$ cat src/sv/ths_div.sv
module ths_div #(
    parameter int FB = 8
) (
    input  logic          clk,
    input  logic          en,
    input  logic [FB-1:0] num,
    input  logic [FB:0]   den,
    output logic [FB:0]   quo
);

    // restoring divider, one quotient bit per stage, num < den here
    // all stages hold together while en is low
    logic [FB:0]   rem_reg [FB+1];
    logic [FB:0]   den_reg [FB+1];
    logic [FB-1:0] q_reg   [FB+1];

    always_ff @(posedge clk)
    begin
        if (en)
        begin
            rem_reg[0] <= {1'b0, num};
            den_reg[0] <= den;
            q_reg[0]   <= '0;
            for (int i = 0; i < FB; i++)
            begin
                if ({rem_reg[i], 1'b0} >= {1'b0, den_reg[i]})
                begin
                    rem_reg[i+1] <= (FB+1)'({rem_reg[i], 1'b0} - {1'b0, den_reg[i]});
                    q_reg[i+1]   <= {q_reg[i][FB-2:0], 1'b1};
                end
                else
                begin
                    rem_reg[i+1] <= {rem_reg[i][FB-1:0], 1'b0};
                    q_reg[i+1]   <= {q_reg[i][FB-2:0], 1'b0};
                end
                den_reg[i+1] <= den_reg[i];
            end
        end
    end

    assign quo = {1'b0, q_reg[FB]};

endmodule

$ cat config.mk
export PLATFORM = sky130hd
export DESIGN_NAME = ths_div
export DESIGN_NICKNAME = d
export VERILOG_FILES = /design/src/sv/ths_div.sv
export SDC_FILE = /design/constraint.sdc
export NUM_CORES = 1
export LEC_CHECK = 0
export BUFFER_PORTS_ARGS = -buffer_cell sky130_fd_sc_hd__buf_4
export CORE_MARGIN = 2
export CORE_UTILIZATION = 51
export CTS_CLUSTER_SIZE = 14
export DETAILED_ROUTE_END_ITERATION = 10
export PLACE_DENSITY = 0.67
export SYNTH_ARGS = -nofsm -noshare
export SYNTH_HDL_FRONTEND = slang
export SYNTH_SLANG_ARGS = --single-unit
export TNS_END_PERCENT = 100
$ cat constraint.sdc
create_clock -name clk -period 2.7 [get_ports clk]
set_input_delay 0.54 -clock clk [delete_from_list [all_inputs] [get_ports clk]]
set_output_delay 0.54 -clock clk [all_outputs]
set_load 0.05 [all_outputs]
# --- Yosys cells after proc, flatten, opt, wreduce, memory -nomap -nowiden ---
# Memory sizes are Yosys's and may differ from the RTL's.
# Index checks and enable logic that the tools add are counted.
word_totals:
  reg_bits: 0
  mem_bits_rw: 234
  in_bits: 19
  elab_cells: 101
  n_memories: 3
memory_table:
  columns: ["memory", "words", "word_bits", "read_ports", "rd_ports_with_merged_regs", "write_ports", "line_no", "source"]
  rows:
  - ["den_reg", 9, 9, 8, 0, 9, "14", "logic [FB:0] den_reg [FB+1];"]
  - ["rem_reg", 9, 9, 8, 0, 9, "13", "logic [FB:0] rem_reg [FB+1];"]
  - ["q_reg", 9, 8, 9, 0, 9, "15", "logic [FB-1:0] q_reg [FB+1];"]
classes:
  n_addsub: 8
  order_cmp: 8
  muxes: 66
  bitwise: 16
ops:
  columns: ["operator", "count"]
  rows:
  - ["$ge 10x9->1", 8]
  - ["$mux 9", 8]
  - ["$sub 9x9->9", 8]
  - ["$mux 8", 8]
  - ["$mux 1", 50]
  - ["$or 1x1->1", 16]

# --- Longest topological paths before layout ---
# Gate-level depths: netlist of run 1.
# An unclocked memory read counts as a cell.
logic_depth:
  ltp_word: 6
  ltp_mapped: 10
  mapped_depth_nobuf: 9

# --- Worst setup path before layout of run 1 ---
# Ideal clock, no wire load.
synth_path:
  path_type: "register -> register"
  start: "mem den_reg[0][18] (netlist name)"
  end: "mem rem_reg[3][2] (netlist name) (data pin)"
  setup_ns: 0.260
  arrival_ns: 2.027
  required_time_ns: 2.440
  setup_slack_ns: 0.412
  path_stages_with_launch: 9
  path_buffers: 1
  synth_period_minus_slack_ns: 2.288
  path_cell_list: "edfxtp_1 -> fa_1 -> nor2b_2 -> o21ai_2 -> a21bo_1 -> nor2b_4 -> o31a_1 -> buf_6 -> mux2_4"
synth_lines:
  columns: ["item", "line_no"]
  rows:
  - ["from (decl)", "14"]
  - ["to (decl)", "13"]

==> key figures, run 1 <==
Status
  – Status: finished, final reports clean

Critical path
  – Worst R2R Setup Slack: ~170 ps
  – Data required, critical path: 2880 ps
  – R2r startpoint: den_reg[0][18]$_DFFE_PP_
  – Slowest stage delay, CP: 470 ps
  – Slowest-stage cell, CP: fa_1
  – WS Path Type: reg -> reg
  – CP Data Arrival Time: 2700 ps
  – CP Capture Type: flip-flop
  – CP Cell Sequence: fa_1 -> nor2b_2 -> o21ai_2 -> a21bo_1 -> nor2b_4 -> o31a_1 -> mux2_4
  – Critical Path Start Type: flip-flop
  – Critical path startpoint: den_reg[0][18]$_DFFE_PP_
  – CP Max Fanout: 10

Timing
  – Period utilization: 0.9357
  – Final number of setup-violating endpoints: 0
  – Setup TNS: 0 ps
  – Relative max-transition margin: 0.5718
  – Setup Skew: just under 7 ps
  – Fin. Hold Viols: 0
  – Least-Margin Pin Slew: 642.4 ps
  – RSZ-0062 raised after global routing: false
  – Final min period: 2526 ps
  – Final slew viol count: 0
  – Max Fclk: between 0.3 and 0.4 GHz

Power
  – P per Cell Area: between 800 and 900 mW/mm²
  – Internal Dissipation: 6.341 mW
  – Switching share of power: 0.3096
  – P_sw: 2.844 mW
  – Leakage: ~4.2 nW
  – Combinational Power Share: 0.298
  – Flop pwr share: 0.431
  – Max VDD drop: between 0.5 and 0.6 mV
  – Clock power share: 0.271

Floorplanning
  – Die width: 140.1 µm
  – Die Ht: 140.1 µm
  – Starting Density: 0.5224
  – I/O pin count: 28
  – Rows: between 40 and 50
  – Die area: 0.01963 mm²
  – Area of the core: ~0.018 mm²

Drt
  – Remaining DRCs: 0
  – DR iter-0 viols: roughly 380
  – DR vias: 5777
  – Drt wl/cell: 16.33 µm
  – Via-per-instance ratio: 5.566
  – DR pass1 iterations: 7
  – Routed Antenna Nets: 0
  – DRT Wirelength: around 17000 µm

Cells and area
  – Area growth from synthesis to layout: 11.47%
  – Post-layout net count: 893
  – Max FFs per register: 72
  – Finished Layout Cells: about 1.0k
  – Number of fill cells: 1429
  – Ant. Diodes: 0
  – Share of layout cells above drive strength 1: 0.1347

Yosys
  – Ys async rst share: 0
  – Netlist cell types: 69
  – Synth Net Count: 854
  – Synth Area per Inst: 12.48 µm²
  – Cells after Synth: 757
  – Main flop type after synthesis: edfxtp_1
  – Post-synth top area cell: edfxtp_1
  – EDFF count, synth: 178
  – Top post-synthesis cells by area: edfxtp_1 (57%), ha_1 (9.4%), inv_1 (3.9%)
  – Sequential area share after synthesis: 0.5678
  – Synth cell count leaders: edfxtp_1 (178), inv_1 (98), ha_1 (71)
  – Area share of the largest cell type after synthesis: 0.5657
  – Yosys warnings: 0
  – Mapped Area: 0.009449 mm²
  – Count leader, synth: edfxtp_1
  – Number of synthesized register bits: between 150 and 200

Job
  – Max Cap Viol: 0

Place
  – RePlAce Congestion: around 0.88
  – I/O Buffers: 26
  – Hpwl dp: around 13000 µm
  – Placed Cells incl. Taps: 1006

Global route
  – Tot GR Track Use: 0.1810
  – Number of antenna violations at the first check in global routing: 0
  – First-pass GRT wire length: 27890 µm
  – GRT Residual Overflow: 0
  – Largest net degree at the start of global routing: 54
  – Vias in the first global route: about 6k

Clocking
  – Clk slew on worst S/H paths: 70 ps
  – H-tree depth: 4
  – Worst-Skew Late Latency: 430 ps
  – Max clock buf depth: 2
  – CTS hold repair buffers: 0
  – Num CTS Buffers: 17
  – Clk sinks: ~180
  – CTS tree: done
  – Clock root buffer: clkbuf_16

Min path
  – Hold_sp: num[5]
  – Hold Path Class: in -> reg
power groups by stage:
stage               registers, mW  logic (mW)  clock network [mW]
global placement             4.01        2.66                   0
finish                       3.95        2.74                2.49
global route                 3.99        3.06                2.67
CTS                          3.96        2.75                2.55
floorplan                    3.96        2.11                   0
detailed placement           4.02        2.73                   0
logic make-up after synthesis:
logic type	Yosys count	share of synthesized area
xor+xnor	25	0.02317
compound gates	160	0.1168
other cells	1	0.0003969
simple gates	163	0.09097
fa+ha+maj	78	0.1088
flops	179	0.5678
buf+inv	115	0.04767
mux	36	0.04436
worst max-delay path: cells and delay by family (launching register included):
kind | cells | cell delay (ps)
AO/OA/AOI/OAI | 3 | 670
adder cells (fa/ha/maj) | 1 | 470
flip-flops | 1 | 460
multiplexers | 1 | 370
AND/OR/NAND/NOR | 2 | 300
area by class of cell:
type                            instances  area [µm²]  share of cell area
Clock inverter                         15       172.7             0.01639
Multi-Input combinational cell        463        3637              0.3453
Timing Repair Buffer                   36       274.0             0.02602
Sequential cell                       179        5365              0.5094
Inverter                               99       371.6             0.03528
Tap cell                              229       286.5             0.02720
Clock buffer                           17       425.4             0.04039
path summary, 6_finish.rpt:
kind / to / cells after the start
worst max-delay path: rem_reg[3][7]$_DFFE_PP_ / 7
worst min-delay path: rem_reg[0][5]$_DFFE_PP_ / 1
worst max register to register: rem_reg[3][7]$_DFFE_PP_ / 7
worst min register to register: q_reg[3][2]$_DFFE_PP_ / 0
placed cells by master, fill, tap and decap left out, types with 6 or more instances in the layout:
cell type and count:
o21ai_0 32, o21a_1 18, mux2_2 10, xnor2_1 15, edfxtp_1 178, buf_4 35
nand3_1 6, o211ai_1 7, mux2_1 9, o31ai_1 8, o31a_1 6, o21ai_1 9
nand2_1 36, fa_1 7, mux2i_1 10, nor2_1 42, inv_1 98, nand2b_1 12
xor2_1 10, clkbuf_16 17, ha_1 71, a211oi_1 6, a31oi_1 6, a21oi_1 34
nor2b_1 13, mux2_4 7, and2_1 11, nor3_1 9, nand4_1 7
repair_timing:
action                                  in CTS  in global routing
endpoints found under the setup margin       0                  4
gates resized for setup                      0                  1
buffers inserted                             0                  0
routing by layer:
layer  share of wire  routed length, µm  vias up  global-route usage
met4           0.025                420        0             0.06911
met5               0                  0        -                   0
li1                -                  -     2828                   -
met3           0.025                431       29             0.03658
met1            0.39               6662     2799              0.1933
met2            0.56               9439      121              0.3498
metrics by stage:
| step | power [mW] | utilization | instance area, µm² | worst slack (ps) | hold slack, ps |
|---|---|---|---|---|---|
| after floorplan | 6.066 | - | 9449 | 412.3 | 400.3 |
| after global placement | 6.664 | 0.5491 | 9931 | 245.7 | 403.3 |
| after detailed placement | 6.743 | 0.5491 | 9931 | 173.8 | 405.4 |
| after CTS | 9.249 | 0.5822 | 10530 | 157.9 | 269.0 |
| after global routing | 9.725 | 0.5824 | 10530 | 55.93 | 261.9 |
| final | 9.184 | 0.5824 | 10530 | 173.7 | 285.5 |
(Power assumes the default switching activity.)
==> run 2: changes to the inputs <==
--- a/config.mk
+++ b/config.mk
@@ -7,5 +7,6 @@
 export LEC_CHECK = 0
-export BUFFER_PORTS_ARGS = -buffer_cell sky130_fd_sc_hd__buf_4
+export BUFFER_PORTS_ARGS = -buffer_cell sky130_fd_sc_hd__buf_2
 export CORE_MARGIN = 2
 export CORE_UTILIZATION = 51
+export CTS_CLUSTER_DIAMETER = 30
 export CTS_CLUSTER_SIZE = 14
--- a/constraint.sdc
+++ b/constraint.sdc
@@ -3,2 +3,2 @@
 set_output_delay 0.54 -clock clk [all_outputs]
-set_load 0.05 [all_outputs]
+set_load 0.01 [all_outputs]
==> run 2 against run 1 <==
  * First-iteration DRC count is 25% lower
  * Design area is 0.71% lower
  * Die area stayed put
  * Non-clock buffer count is 3 higher
==> key figures, run 2 (synthesized netlist as in run 1, its figures left out) <==
Drt
  – Via-per-instance ratio: 5.513 (-0.94%)
  – Drt wl/cell: 16.62 µm (+1.7%)
  – DR pass1 iterations: 6 (-1)
  – DR vias: 5739 (-0.66%)
  – Routed Antenna Nets: 0 (unchanged)
  – DRT Wirelength: 17300 µm (+2.0%)
  – DR iter-0 viols: 284 (-25%)
  – Remaining DRCs: 0 (unchanged)

Timing
  – Max Fclk: 0.3881 GHz (-2.0%)
  – Least-Margin Pin Slew: 769.7 ps (+127.3 ps)
  – Final min period: 2577 ps (+50.33 ps)
  – Final slew viol count: 0 (unchanged)
  – Period utilization: 0.9543 (+0.01864)
  – Final number of setup-violating endpoints: 0 (unchanged)
  – Fin. Hold Viols: 0 (unchanged)
  – Relative max-transition margin: 0.4869 (-0.08488)
  – Setup TNS: 0 ps (unchanged)
  – RSZ-0062 raised after global routing: false
  – Post-route worst setup slack: 123.4 ps (-50.33 ps)
  – Setup Skew: 12.20 ps (+5.268 ps)

Cells and area
  – Share of layout cells above drive strength 1: 0.1355 (+0.0007337)
  – Multi-input logic area: 0.003633 mm² (-0.10%)
  – Max FFs per register: 72 (unchanged)
  – Ant. Diodes: 0 (unchanged)
  – Area growth from synthesis to layout: 10.67%
  – Final core occ: 0.5782 (-0.004151)
  – Post-layout net count: 896 (+0.34%)
  – Register area: 0.005365 mm² (unchanged)
  – Number of fill cells: 1444 (+1.0%)
  – Finished Layout Cells: 1041 (+0.29%)
  – Commonest non-fill, non-tap cell in the layout: edfxtp_1
  – Final instance area: 0.01046 mm² (-0.71%)
  – Most frequent cells in the layout: edfxtp_1 (178), inv_1 (98), ha_1 (71)

Power
  – Switching share of power: 0.3157 (+0.006044)
  – P_sw: 2.845 mW (about the same)
  – P per Cell Area: 861.7 mW/mm² (-1.2%)
  – Combinational Power Share: 0.302 (+0.004)
  – Internal Dissipation: 6.167 mW (-2.7%)
  – Clock power share: 0.259 (-0.012)
  – Flop pwr share: 0.439 (+0.008)
  – Max VDD drop: 0.4792 mV (-11%)
  – Leakage: 4.184 nW (-0.40%)

Floorplanning
  – Starting Density: 0.5224 (unchanged)
  – Die width: 140.1 µm (unchanged)
  – I/O pin count: 28 (unchanged)
  – Rows: 49 (unchanged)
  – Die area: 0.01963 mm² (unchanged)
  – Die Ht: 140.1 µm (unchanged)
  – Area of the core: 0.01809 mm² (unchanged)

Critical path
  – WS Path Type: reg -> reg
  – CP top delay family: compound AO/OA/AOI/OAI gates
  – Slowest stage delay, CP: 530 ps (+60 ps)
  – Buffers & Inverters on Critical Path: 0 (unchanged)
  – CP Cell Sequence: fa_1 -> nand2b_1 -> a21oi_1 -> o32a_1 -> o22ai_2 -> o31ai_1
  – CP Max Fanout: 7 (-3)
  – CP Capture Type: flip-flop
  – Slowest-stage cell, CP: o31ai_1
  – Critical Path Start Type: flip-flop
  – CP Data Arrival Time: 2730 ps (+30 ps)
  – Data required, critical path: 2850 ps (-30 ps)

Place
  – RePlAce Congestion: 0.8586 (-2.0%)
  – I/O Buffers: 26 (unchanged)
  – Placed Cells incl. Taps: 1009 (+0.30%)
  – Hpwl dp: 13040 µm (+3.1%)
  – Pre-CTS WS: 173.8 ps (+0.03700 ps)
  – Cell Area, Placed: 0.009891 mm² (-0.40%)

Clocking
  – Cts repair resizes: 0 (unchanged)
  – H-tree depth: 4 (unchanged)
  – CTS tree: done
  – Num CTS Buffers: 17 (unchanged)
  – Buffer count from post-CTS setup fixing: 0 (unchanged)
  – Worst-Skew Late Latency: 430 ps (about the same)
  – Clk slew on worst S/H paths: 80 ps (about the same)
  – Clk sinks: 179 (unchanged)
  – CTS hold repair buffers: 0 (unchanged)
  – Max clock buf depth: 2 (unchanged)
  – Clock root buffer: clkbuf_16

Global route
  – Tot GR Track Use: 0.1872 (+0.006200)
  – GRT Residual Overflow: 0 (unchanged)
  – First-pass GRT wire length: 28550 µm (+2.4%)
  – Largest net degree at the start of global routing: 65 (+20%)
  – Number of antenna violations at the first check in global routing: 0 (unchanged)
  – Vias in the first global route: 6074 (+3.4%)

Status
  – Status: finished, final reports clean

Job
  – Max Cap Viol: 0 (unchanged)

Min path
  – Hold Path Class: in -> reg
## run 2: cell types whose count changed in the layout (fill, tap and decap cells not counted), moves of 2 or more
cell        change
buf_4          -22
buf_2          +25
bufinv_16       -2
clkinvlp_4      -2
clkinv_4        +3
## run 2: final timing paths
kind,from,endpoint,slack [ps],cells past startpoint
max,den_reg[0][27]$_DFFE_PP_,rem_reg[4][4]$_DFFE_PP_,120,6
min,den[4],den_reg[0][4]$_DFFE_PP_,280,1
max reg2reg,den_reg[0][27]$_DFFE_PP_,rem_reg[4][4]$_DFFE_PP_,120,6
min reg2reg,q_reg[6][0]$_DFFE_PP_,q_reg[7][1]$_DFFE_PP_,420,0
## run 2: through the flow
step / power, mW / hold slack [ps]
floorplan: 6.018 / 400.3
CTS: 9.086 / 264.6
global route: 9.559 / 268.2
detailed placement: 6.732 / 404.5
finish: 9.012 / 278.7
global placement: 6.643 / 402.1
## run 2: power by group through the flow
stage / Sequential (mW) / Clock (mW) / Combinational, mW
2_1_floorplan: 3.92 / 0 / 2.10
3_3_place_gp: 4.01 / 0 / 2.63
3_5_place_dp: 4.02 / 0 / 2.71
4_1_cts: 3.96 / 2.39 / 2.73
5_1_grt: 4.00 / 2.50 / 3.06
6_report: 3.96 / 2.33 / 2.72
## run 2: area by class of cell
type,count,share of cell area
clock inverters,15,0.01352
flip-flops and latches,179,0.5130
well taps,229,0.02740
inverters,99,0.03553
clock buffers,17,0.04068
multi-input cells,463,0.3475
repair buffers,39,0.02237
## run 2: layer usage
metal  vias to the layer above  track usage  part of all wire
met1                      2776       0.1860              0.37
met5                         -            0                 0
met4                         0      0.09250             0.032
met3                        38      0.02803             0.025
met2                       103       0.3746              0.57
li1                       2822            -                 -
